[src/hw/rtl/tsra_pkg.sv]
// shared types and constants for the texture slot refcount allocator
package tsra_pkg;

  localparam int SLOTS      = 64;
  localparam int SLOT_W     = (SLOTS > 1) ? $clog2(SLOTS) : 1;
  localparam int SLOT_CNT_W = $clog2(SLOTS + 1);

  localparam int KEY_W      = 32;
  localparam int BANK_W     = 6;
  localparam int SBANK_W    = 7;
  localparam int REFS_W     = 16;
  localparam int ADDR_W     = 32;
  localparam int POOL_W     = 28;
  localparam int IMG_W      = 24;
  localparam int SIZE_W     = 25;
  localparam int NSLOTS_W   = 7;
  localparam int SLOT_OUT_W = 6;
  localparam int STATUS_W   = 3;

  localparam logic [SIZE_W-1:0]  RT_SIZE       = 25'd1048832;
  localparam logic [SIZE_W-1:0]  HDR_EXTRA     = 25'd128;
  localparam logic [SBANK_W-1:0] BANK_ANY_CODE = 7'd127;
  localparam logic [KEY_W-1:0]   KEY_NONE      = 32'hFFFF_FFFF;

  localparam logic [ADDR_W-1:0]   POOL_BASE_RST = 32'd0;
  localparam logic [POOL_W-1:0]   POOL_SIZE_RST = 28'd10485760;
  localparam logic [NSLOTS_W-1:0] NSLOTS_RST    = 7'd64;

  // register indexes (word addresses on the configuration port)
  localparam logic [1:0] REG_POOL_BASE = 2'd0;
  localparam logic [1:0] REG_POOL_SIZE = 2'd1;
  localparam logic [1:0] REG_NSLOTS    = 2'd2;

  localparam logic [STATUS_W-1:0] ST_HIT      = 3'd0;
  localparam logic [STATUS_W-1:0] ST_NEW      = 3'd1;
  localparam logic [STATUS_W-1:0] ST_NO_SLOT  = 3'd2;
  localparam logic [STATUS_W-1:0] ST_POOL_FUL = 3'd3;
  localparam logic [STATUS_W-1:0] ST_CLEARED  = 3'd4;

  typedef enum logic [1:0] {
    S_IDLE,
    S_SCAN,
    S_DECIDE,
    S_CLEAR
  } state_t;

  typedef struct packed {
    logic [KEY_W-1:0]   key;
    logic [SBANK_W-1:0] bank;
    logic [REFS_W-1:0]  refs;
    logic [ADDR_W-1:0]  addr;
  } entry_t;

  localparam entry_t ENTRY_RST = '{key: KEY_NONE, bank: BANK_ANY_CODE,
                                   refs: '0, addr: '0};

  typedef struct packed {
    logic              rd_en;
    logic [SLOT_W-1:0] rd_addr;
    logic              wr_en;
    logic [SLOT_W-1:0] wr_addr;
    logic              clear;
  } tbl_req_t;

  typedef struct packed {
    logic [ADDR_W-1:0]   pool_base;
    logic [POOL_W-1:0]   pool_size;
    logic [NSLOTS_W-1:0] slots_in_use;
  } cfg_t;

  typedef struct packed {
    logic                  mode;
    logic [KEY_W-1:0]      tex_key;
    logic [BANK_W-1:0]     bank;
    logic                  bank_any;
    logic                  render_target;
    logic [IMG_W-1:0]      image_total_size;
  } req_t;

  typedef struct packed {
    logic [STATUS_W-1:0]   status;
    logic [SLOT_OUT_W-1:0] slot;
    logic [ADDR_W-1:0]     address;
    logic [REFS_W-1:0]     ref_count;
  } res_t;

endpackage

[src/hw/rtl/tsra_ctrl.sv]
// scan sequencer, hit/free decision and bump allocator
module tsra_ctrl (
  input  logic               clk,
  input  logic               rst,
  input  tsra_pkg::cfg_t     cfg,
  input  logic               req_valid,
  input  tsra_pkg::req_t     req_in,
  output logic               req_ready,
  input  logic               out_free,
  output logic               res_load,
  output tsra_pkg::res_t     res,
  output tsra_pkg::tbl_req_t tbl_req,
  output tsra_pkg::entry_t   tbl_wr_data,
  input  tsra_pkg::entry_t   tbl_rd_data
);

  tsra_pkg::state_t state, state_next;

  tsra_pkg::req_t                     req, req_next;
  logic [tsra_pkg::SLOT_CNT_W-1:0]    n_eff, n_eff_next;
  logic [tsra_pkg::SLOT_CNT_W-1:0]    cnt, cnt_next;
  logic                               rd_pend, rd_pend_next;
  logic [tsra_pkg::SLOT_W-1:0]        rd_idx, rd_idx_next;
  logic                               hit, hit_next;
  logic [tsra_pkg::SLOT_W-1:0]        hit_idx, hit_idx_next;
  tsra_pkg::entry_t                   hit_ent, hit_ent_next;
  logic                               free_found, free_found_next;
  logic [tsra_pkg::SLOT_W-1:0]        free_idx, free_idx_next;
  logic [tsra_pkg::POOL_W-1:0]        pool_used, pool_used_next;

  logic                               accept;
  logic                               issue;
  logic                               match;
  logic [tsra_pkg::SIZE_W-1:0]        size;
  logic [tsra_pkg::POOL_W:0]          sum;
  logic                               fits;
  logic [tsra_pkg::REFS_W-1:0]        refs_inc;
  logic [31:0]                        nslots_wide;

  assign accept = req_valid && req_ready;
  assign issue  = (cnt < n_eff);
  assign nslots_wide = {{(32 - tsra_pkg::NSLOTS_W){1'b0}}, cfg.slots_in_use};

  assign match = (req.tex_key != tsra_pkg::KEY_NONE)
              && (tbl_rd_data.key == req.tex_key)
              && (req.bank_any || (tbl_rd_data.bank == {1'b0, req.bank}));

  assign size = req.render_target ? tsra_pkg::RT_SIZE
              : ({1'b0, req.image_total_size} + tsra_pkg::HDR_EXTRA);
  assign sum  = {1'b0, pool_used} + {{(tsra_pkg::POOL_W + 1 - tsra_pkg::SIZE_W){1'b0}}, size};
  assign fits = (sum < {1'b0, cfg.pool_size});
  assign refs_inc = hit_ent.refs + 16'd1;

  always_ff @(posedge clk) begin
    if (rst) begin
      state      <= tsra_pkg::S_IDLE;
      cnt        <= '0;
      rd_pend    <= 1'b0;
      hit        <= 1'b0;
      free_found <= 1'b0;
      pool_used  <= '0;
    end else begin
      state      <= state_next;
      cnt        <= cnt_next;
      rd_pend    <= rd_pend_next;
      hit        <= hit_next;
      free_found <= free_found_next;
      pool_used  <= pool_used_next;
    end
  end

  always_ff @(posedge clk) begin
    req      <= req_next;
    n_eff    <= n_eff_next;
    rd_idx   <= rd_idx_next;
    hit_idx  <= hit_idx_next;
    hit_ent  <= hit_ent_next;
    free_idx <= free_idx_next;
  end

  // next state
  always_comb begin
    state_next = state;
    case (state)
      tsra_pkg::S_IDLE: begin
        if (req_valid) begin
          state_next = req_in.mode ? tsra_pkg::S_CLEAR : tsra_pkg::S_SCAN;
        end
      end
      tsra_pkg::S_SCAN: begin
        if (!issue && !rd_pend) begin
          state_next = tsra_pkg::S_DECIDE;
        end
      end
      tsra_pkg::S_DECIDE, tsra_pkg::S_CLEAR: begin
        if (out_free) begin
          state_next = tsra_pkg::S_IDLE;
        end
      end
      default: state_next = tsra_pkg::S_IDLE;
    endcase
  end

  // outputs and datapath
  always_comb begin
    req_ready       = (state == tsra_pkg::S_IDLE);
    req_next        = req;
    n_eff_next      = n_eff;
    cnt_next        = cnt;
    rd_pend_next    = 1'b0;
    rd_idx_next     = rd_idx;
    hit_next        = hit;
    hit_idx_next    = hit_idx;
    hit_ent_next    = hit_ent;
    free_found_next = free_found;
    free_idx_next   = free_idx;
    pool_used_next  = pool_used;
    res_load        = 1'b0;
    res             = '0;
    tbl_req         = '0;
    tbl_wr_data     = hit_ent;

    case (state)
      tsra_pkg::S_IDLE: begin
        if (accept) begin
          req_next        = req_in;
          n_eff_next      = (nslots_wide > 32'(tsra_pkg::SLOTS))
                          ? tsra_pkg::SLOT_CNT_W'(tsra_pkg::SLOTS)
                          : tsra_pkg::SLOT_CNT_W'(cfg.slots_in_use);
          cnt_next        = '0;
          hit_next        = 1'b0;
          free_found_next = 1'b0;
        end
      end
      tsra_pkg::S_SCAN: begin
        tbl_req.rd_en   = issue;
        tbl_req.rd_addr = tsra_pkg::SLOT_W'(cnt);
        if (issue) begin
          cnt_next     = cnt + tsra_pkg::SLOT_CNT_W'(1);
          rd_pend_next = 1'b1;
          rd_idx_next  = tsra_pkg::SLOT_W'(cnt);
        end
        if (rd_pend) begin
          // keep the lowest hit and the lowest free slot
          if (match && !hit) begin
            hit_next     = 1'b1;
            hit_idx_next = rd_idx;
            hit_ent_next = tbl_rd_data;
          end
          if ((tbl_rd_data.refs == '0) && !free_found) begin
            free_found_next = 1'b1;
            free_idx_next   = rd_idx;
          end
        end
      end
      tsra_pkg::S_DECIDE: begin
        if (out_free) begin
          res_load = 1'b1;
          if (hit) begin
            tbl_req.wr_en    = 1'b1;
            tbl_req.wr_addr  = hit_idx;
            tbl_wr_data      = hit_ent;
            tbl_wr_data.refs = refs_inc;
            res.status       = tsra_pkg::ST_HIT;
            res.slot         = tsra_pkg::SLOT_OUT_W'(hit_idx);
            res.address      = hit_ent.addr;
            res.ref_count    = refs_inc;
          end else if (!free_found) begin
            res.status = tsra_pkg::ST_NO_SLOT;
          end else if (!fits) begin
            res.status = tsra_pkg::ST_POOL_FUL;
            res.slot   = tsra_pkg::SLOT_OUT_W'(free_idx);
          end else begin
            tbl_req.wr_en    = 1'b1;
            tbl_req.wr_addr  = free_idx;
            tbl_wr_data.key  = req.tex_key;
            tbl_wr_data.bank = req.bank_any ? tsra_pkg::BANK_ANY_CODE : {1'b0, req.bank};
            tbl_wr_data.refs = 16'd1;
            tbl_wr_data.addr = cfg.pool_base
                             + {{(tsra_pkg::ADDR_W - tsra_pkg::POOL_W){1'b0}}, pool_used};
            pool_used_next   = sum[tsra_pkg::POOL_W-1:0];
            res.status       = tsra_pkg::ST_NEW;
            res.slot         = tsra_pkg::SLOT_OUT_W'(free_idx);
            res.address      = tbl_wr_data.addr;
            res.ref_count    = 16'd1;
          end
        end
      end
      tsra_pkg::S_CLEAR: begin
        if (out_free) begin
          res_load       = 1'b1;
          res.status     = tsra_pkg::ST_CLEARED;
          tbl_req.clear  = 1'b1;
          pool_used_next = '0;
        end
      end
      default: ;
    endcase
  end

  a_write_with_result: assert property (@(posedge clk) disable iff (rst)
    tbl_req.wr_en |-> (res_load && (state == tsra_pkg::S_DECIDE)))
    else $error("table written without a result");

  a_scan_bound: assert property (@(posedge clk) disable iff (rst)
    (state == tsra_pkg::S_SCAN) |-> (cnt <= n_eff))
    else $error("scan counter passed the slot count");

  a_clear_pool: assert property (@(posedge clk) disable iff (rst)
    tbl_req.clear |=> (pool_used == '0))
    else $error("pool not emptied by clear");

  a_hit_writes: assert property (@(posedge clk) disable iff (rst)
    (res_load && (state == tsra_pkg::S_DECIDE) && hit) |-> tbl_req.wr_en)
    else $error("hit without count update");

endmodule

[config.mk]
export PLATFORM = sky130hd
export DESIGN_NAME = tsra_ctrl
export DESIGN_NICKNAME = d
export VERILOG_FILES = /design/src/hw/rtl/tsra_pkg.sv /design/src/hw/rtl/tsra_ctrl.sv
export SDC_FILE = /design/constraint.sdc
export NUM_CORES = 1
export LEC_CHECK = 0
export ABC_AREA = 1
export BUFFER_PORTS_ARGS = -buffer_cell sky130_fd_sc_hd__clkbuf_2
export CORE_AREA = 5 5 168 170
export CTS_BUF_LIST = sky130_fd_sc_hd__clkbuf_4 sky130_fd_sc_hd__clkbuf_8 sky130_fd_sc_hd__clkbuf_16
export CTS_CLUSTER_SIZE = 40
export DETAILED_ROUTE_END_ITERATION = 10
export DIE_AREA = 0 0 173 175
export PLACE_DENSITY = 0.88
export SLEW_MARGIN = 20
export SYNTH_ARGS = -nofsm -noshare
export SYNTH_HDL_FRONTEND = slang
export SYNTH_SLANG_ARGS = --single-unit
[constraint.sdc]
create_clock -name clk -period 17.25 [get_ports clk]
set_input_delay 1.725 -clock clk [delete_from_list [all_inputs] [get_ports clk]]
set_output_delay 1.725 -clock clk [all_outputs]
set_load 0.02 [all_outputs]
==> metrics.txt, run 1 <==
number of global-route vias before repair 14,492; post-DP HPWL 41.30 mm; die width 173 um; Global Route met3 Usage 0.06447; synthesis-stage register bit count 216; Hold Path Class reg -> reg; Setup Skew 0.01083 ns; hold_buf cts 0; Setup TNS 0 ns; Worst VDD drop 99.55 uV; Synth top area share 0.3610; IO buf count 383; crit end category primary output; crit share post-route 0.5256; Via density 5.671; most common cell after layout, fill and taps aside nand2_1; Starting Density 0.5509; # setup viols final 0; Static Leakage 8.738 nW; post_cts resized 0; worst-path fanout max 60; Clock Path Buffers 3; num ports 384; CP max-delay cell o21ai_0; CTS sink cnt 216; Core ar. 26,580 sq um; Die Y 175 um; critical path's largest stage delay 0.60 ns; clk slew on worst S/H paths 0.06 ns; gr busiest metal met2; DR DRC count 0; CTS H-tree lvls 1; global-route wire length before repair 78.00 mm; register area share after synthesis 0.4157; die area 30,280 sq um; synth warn 0; kind of critical path reg -> out; final hold viol count 0; Max Freq 0.1103 GHz; met2 usage 0.5526; Root Buffer clkbuf_16; Detail Route Antenna Nets 0; Post-synth EDFFs 176; post-synthesis net count 2,219; top cells by area, synth edfxtp_1 (36%), nand2_1 (12%), ha_1 (7.6%); Synth Instances 1,905; routability cong. 0.9876; standard-cell row count 60; Data arrival, critical path 7.34 ns; nets 2,592; routed via count 14,955; most frequent cells in the layout nand2_1 (482), clkbuf_2 (383), inv_1 (252); Slew HR 0.3043; gr usage total 0.3225; synth-to-layout area growth 20.53%; largest area contributor in the synthesized netlist edfxtp_1; Slew Viols, Final 0; M1 GR Usage 0.3890; Mean Syn Cell Area 7.685 sq um; Final Cell Area 17,650 sq um; Worst Path Required 15.52 ns; largest net degree at the start of global routing 74; antenna violations before repair 2; worst skew pair latency 0.55 ns; Power Density 91.42 nW/um^2; Post-Syn Area 14,640 sq um; outcome completed; max-cap violations 0; RSZ-0062 raised after global routing false; CP most frequent cell nand2_1; worst-margin pin slew 1.040 ns; TritonCTS Buffers 25; Post-synth top flop edfxtp_1; Final Routed Wirelength 51.08 mm; WL/cell 19.37 um; FFs w/ async S/R, synth 0; library cells used by synthesis 50; Fill cells 2,270; GRT overflow 0; Final Critical Period 9.067 ns; share of cells above drive strength 1 0.2118; Post-CTS Setup Bufs 0; CTS tree done; startpoint types flop; placed cell area 16,800 sq um; DRT Pass-1 Iters 6; 1st-iter DRT viols 1,363
[cell type report]
cell class,instances,area [sq um],share of cell area
multi-input combinational,1386,7342,0.4161
sequential,216,6086,0.3449
timing repair buffer,391,1977,0.1120
inverter,258,968.4,0.05488
clock buffer,29,655.6,0.03716
tap,341,426.7,0.02418
clock inverter,15,187.7,0.01064
antenna,1,2.502,0.0001418
[cell usage after synthesis, drive strengths merged, types with 3 or more instances]
| library cell | n |
|---|---|
| nand2 | 487 |
| inv | 256 |
| nor2 | 198 |
| edfxtp | 176 |
| o21ai | 152 |
| nand3 | 129 |
| a21oi | 120 |
| ha | 89 |
| dfxtp | 40 |
| nand4 | 34 |
| xor2 | 34 |
| clkbuf | 24 |
| nor3 | 24 |
| buf | 21 |
| or2 | 21 |
| xnor2 | 16 |
| nor4 | 13 |
| and2 | 11 |
| a21boi | 7 |
| nand3b | 7 |
| o22ai | 6 |
| a22o | 5 |
| o21bai | 5 |
| a21o | 4 |
| a31oi | 4 |
| nor3b | 4 |
| o21a | 3 |
[per-stage QoR]
| step | setup WS (ns) | hold slack (ns) | util | instances | total power [mW] |
|---|---|---|---|---|---|
| 2_1_floorplan | 10.37 | 0.4215 | - | 1905 | 0.9221 |
| 3_3_place_gp | 8.928 | 0.4239 | 0.6322 | 2592 | 1.051 |
| 3_5_place_dp | 8.951 | 0.4315 | 0.6322 | 2592 | 1.061 |
| 4_1_cts | 8.319 | 0.4448 | 0.6639 | 2636 | 1.612 |
| 5_1_grt | 7.586 | 0.4493 | 0.6640 | 2637 | 1.689 |
| 6_report | 8.183 | 0.4483 | 0.6640 | 2637 | 1.613 |
[power by group]
group,internal (mW),total (mW),switching (mW)
clock network,0.332,0.553,0.221
registers,0.610,0.647,0.0365
logic,0.142,0.413,0.271
[registers in the layout, summed over array words and instances, names as in the netlist]
signal	count
free_idx	6
n_eff	7
rd_pend	1
rd_idx	6
hit_idx	6
state	2
req	64
free_found	1
cnt	7
hit	1
pool_used	28
hit_ent	87
[logic make-up after synthesis]
| logic type | synth area share |
|---|---|
| buffers and inverters | 0.08350 |
| AO/OA/AOI/OAI | 0.1176 |
| flip-flops | 0.4157 |
| AND/OR/NAND/NOR | 0.2745 |
| XOR/XNOR | 0.02991 |
| adder cells (fa/ha/maj) | 0.07880 |
[metal layers]
| layer | vias to the layer above | part of all wire |
|---|---|---|
| met5 | - | 0.00025 |
| met4 | 2 | 0.056 |
| met3 | 174 | 0.091 |
| met2 | 871 | 0.47 |
| met1 | 6810 | 0.38 |
| li1 | 7098 | - |
[worst max-delay path, delay by kind of cell, from the launching register on]
family	cells	cell delay, ns
simple gates	26	3.79
flops	1	0.40
compound gates	2	0.70
fa+ha+maj	3	0.88
buf+inv	2	0.82
xor+xnor	1	0.14
[path summary, 6_finish.rpt]
kind	from	endpoint	slack, ns	cells past startpoint
worst max register to register	req[7]	pool_used[11]	11.48	35
worst min-delay path	rd_idx[3]	hit_idx[3]	0.45	0
worst min register to register	rd_idx[3]	hit_idx[3]	0.45	0
worst max-delay path	req[7]	tbl_wr_data[71]	8.18	34
Note: power is estimated with default switching activity, not from simulation.
==> run 2: changes to the inputs <==
--- a/config.mk
+++ b/config.mk
@@ -5,14 +5,14 @@
 export SDC_FILE = /design/constraint.sdc
 export NUM_CORES = 1
 export LEC_CHECK = 0
-export ABC_AREA = 1
+export ABC_AREA = 0
 export BUFFER_PORTS_ARGS = -buffer_cell sky130_fd_sc_hd__clkbuf_2
-export CORE_AREA = 5 5 168 170
+export CORE_AREA = 5 5 167 169
 export CTS_BUF_LIST = sky130_fd_sc_hd__clkbuf_4 sky130_fd_sc_hd__clkbuf_8 sky130_fd_sc_hd__clkbuf_16
 export CTS_CLUSTER_SIZE = 40
 export DETAILED_ROUTE_END_ITERATION = 10
-export DIE_AREA = 0 0 173 175
-export PLACE_DENSITY = 0.88
+export DIE_AREA = 0 0 172 174
+export PLACE_DENSITY = 0.85
 export SLEW_MARGIN = 20
 export SYNTH_ARGS = -nofsm -noshare
 export SYNTH_HDL_FRONTEND = slang
==> constraint.sdc (replaced) <==
create_clock -name clk -period 9.22 [get_ports clk]
set_input_delay 0.922 -clock clk [delete_from_list [all_inputs] [get_ports clk]]
set_output_delay 0.922 -clock clk [all_outputs]
set_load 0.02 [all_outputs]
==> metrics.txt, run 2 <==
Setup Skew 0.009796 ns (-0.001030 ns); post-synthesis net count 1,620 (-27%); CTS H-tree lvls 1 (unchanged); Fill cells 2,149 (-5.3%); max-cap violations 0 (unchanged); Slew Viols, Final 0 (unchanged); Mean Syn Cell Area 10.42 sq um (+36%); Detail Route Antenna Nets 0 (unchanged); post_cts resized 0 (unchanged); Worst VDD drop 166.1 uV (+67%); worst skew pair latency 0.52 ns (-0.03 ns); WL/cell 22.41 um (+16%); Static Leakage 7.378 nW (-16%); Hold Path Class reg -> reg; startpoint types flop; hold_buf cts 0 (unchanged); Final Critical Period 8.353 ns; Die Y 174 um (-0.57%); number of flip-flops in the largest register 87 (unchanged); worst-margin pin slew 1.098 ns (+0.05821 ns); RSZ-0062 raised after global routing false; dpl ws 1.546 ns (-7.405 ns); CTS sink cnt 216 (unchanged); Post-Syn Area 13,610 sq um (-7.0%); Final Routed Wirelength 45.52 mm (-11%); share of cells above drive strength 1 0.2901 (+0.07835); Reg2Reg Launch Point req[10]; routed via count 12,190 (-18%); post-route insts no fill 2,031 (-23%); biggest regs hit_ent x87, req x64, pool_used x28; crit path launch req[10]; crit share post-route 0.9060; Power Density 146.0 nW/um^2 (+60%); Worst Path Required 8.30 ns (-7.22 ns); top post-synthesis cells by count edfxtp_1 (176), a21oi_1 (99), ha_1 (89), nor2_1 (82), xor2_1 (70); post-DP HPWL 35.40 mm (-14%); Clock Path Buffers 3 (unchanged); register area share after synthesis 0.4471 (+0.03141); IO buf count 383 (unchanged); top cells by area, synth edfxtp_1 (39%), ha_1 (8.2%), dfxtp_1 (5.9%); outcome completed; Post-synth top flop edfxtp_1; DR DRC count 0 (unchanged); library cells used by synthesis 73 (+46%); global-route wire length before repair 68.41 mm (-12%); FFs w/ async S/R, synth 0 (unchanged); synthesis-stage register bit count 216 (unchanged); Root Buffer clkbuf_16; largest register by flop count hit_ent; final hold viol count 0 (unchanged); Core ar. 26,430 sq um (-0.57%); Pwr Total 2.423 mW (+50%); placed cells 1,985 (-23%); CTS tree done; most frequent cells in the layout clkbuf_2 (383), edfxtp_1 (176), a21oi_1 (99); antenna violations before repair 1 (-1); Starting Density 0.5151 (-0.03579); Post-synth EDFFs 176 (unchanged); worst-path fanout max 53 (-12%); critical path's largest stage delay 0.82 ns (+0.22 ns); Max Freq 0.1197 GHz; die area 29,930 sq um (-1.1%); Worst R2R Setup Slack 2.76 ns (-8.72 ns); largest net degree at the start of global routing 80 (+8.1%); CP max-delay cell and3_1; Setup TNS 0 ns (unchanged); standard-cell row count 60 (unchanged); GRT overflow 0 (unchanged); kind of critical path reg -> out; DRT Pass-1 Iters 5 (-1); # setup viols final 0 (unchanged); Post-CTS Setup Bufs 0 (unchanged); synth-to-layout area growth 21.93%; nets 1,985 (-23%); 1st-iter DRT viols 900 (-34%); gr usage total 0.2912 (-0.03126); largest area contributor in the synthesized netlist edfxtp_1; Synth Instances 1,306 (-31%); die width 172 um (-0.58%); hold_sp rd_idx[3]; TritonCTS Buffers 25 (unchanged); num ports 384 (unchanged); worst setup margin 0.8669 ns (-7.316 ns); Synth top area share 0.3883 (+0.02728); most common cell after layout, fill and taps aside clkbuf_2; count leader, synth edfxtp_1; Via density 6.002 (+5.8%); Data arrival, critical path 7.43 ns (+0.09 ns); number of global-route vias before repair 12,395 (-14%); routability cong. 0.9601 (-2.8%); crit end category primary output; Slew HR 0.2623 (-0.04198); fin util 0.6281 (-0.03590); synth warn 0 (unchanged); clk slew on worst S/H paths 0.06 ns (about the same)
-- run 2: layout make-up --
cell class              count  area (sq um)  share of cell area
inverters                  61         229.0             0.01380
well taps                 341         426.7             0.02571
diodes                      1         2.502           0.0001508
multi-input cells         977          7059              0.4253
repair buffers            390          1969              0.1187
flip-flops and latches    216          6086              0.3667
clock buffers              36         752.0             0.04531
clock inverters             9         72.57            0.004372
-- run 2: path summary, 6_finish.rpt --
| kind | endpoint | depth (start not counted) |
|---|---|---|
| min reg2reg | hit_idx[3] | 0 |
| min | hit_idx[3] | 0 |
| max | tbl_wr_data[2] | 25 |
| max reg2reg | pool_used[17] | 23 |
-- run 2: kinds of logic after synthesis --
family	after synthesis	synth area share
xor+xnor	114	0.07335
flops	216	0.4471
mux	66	0.05387
simple gates	365	0.1370
fa+ha+maj	91	0.08475
buf+inv	113	0.03631
compound gates	341	0.1677
-- run 2: power breakdown --
group,total (mW),internal [mW],switching (mW)
logic,0.283,0.110,0.173
clock network,0.996,0.592,0.404
registers,1.14,1.11,0.0362
-- run 2: stage by stage --
| step | instance area [sq um] | hold WS, ns |
|---|---|---|
| after floorplan | 13620 | 0.4215 |
| after global placement | 15770 | 0.4255 |
| after detailed placement | 15770 | 0.4304 |
| after CTS | 16590 | 0.4467 |
| after global routing | 16590 | 0.4706 |
| final | 16600 | 0.4478 |
-- run 2: worst max-delay path, delay by kind of cell, from the launching register on --
| kind | cells | cell delay, ns |
|---|---|---|
| simple gates | 13 | 3.61 |
| buf+inv | 3 | 0.76 |
| mux | 1 | 0.41 |
| fa+ha+maj | 2 | 0.60 |
| xor+xnor | 1 | 0.18 |
| flops | 1 | 0.42 |
| compound gates | 5 | 0.87 |
-- run 2: metal layers --
layer | share of wire | track usage | vias to the layer above
met1 | 0.36 | 0.3281 | 5842
met4 | 0.051 | 0.1251 | 2
li1 | - | - | 5637
met2 | 0.51 | 0.5295 | 588
met3 | 0.081 | 0.05640 | 121
met5 | 0.00029 | 0 | -
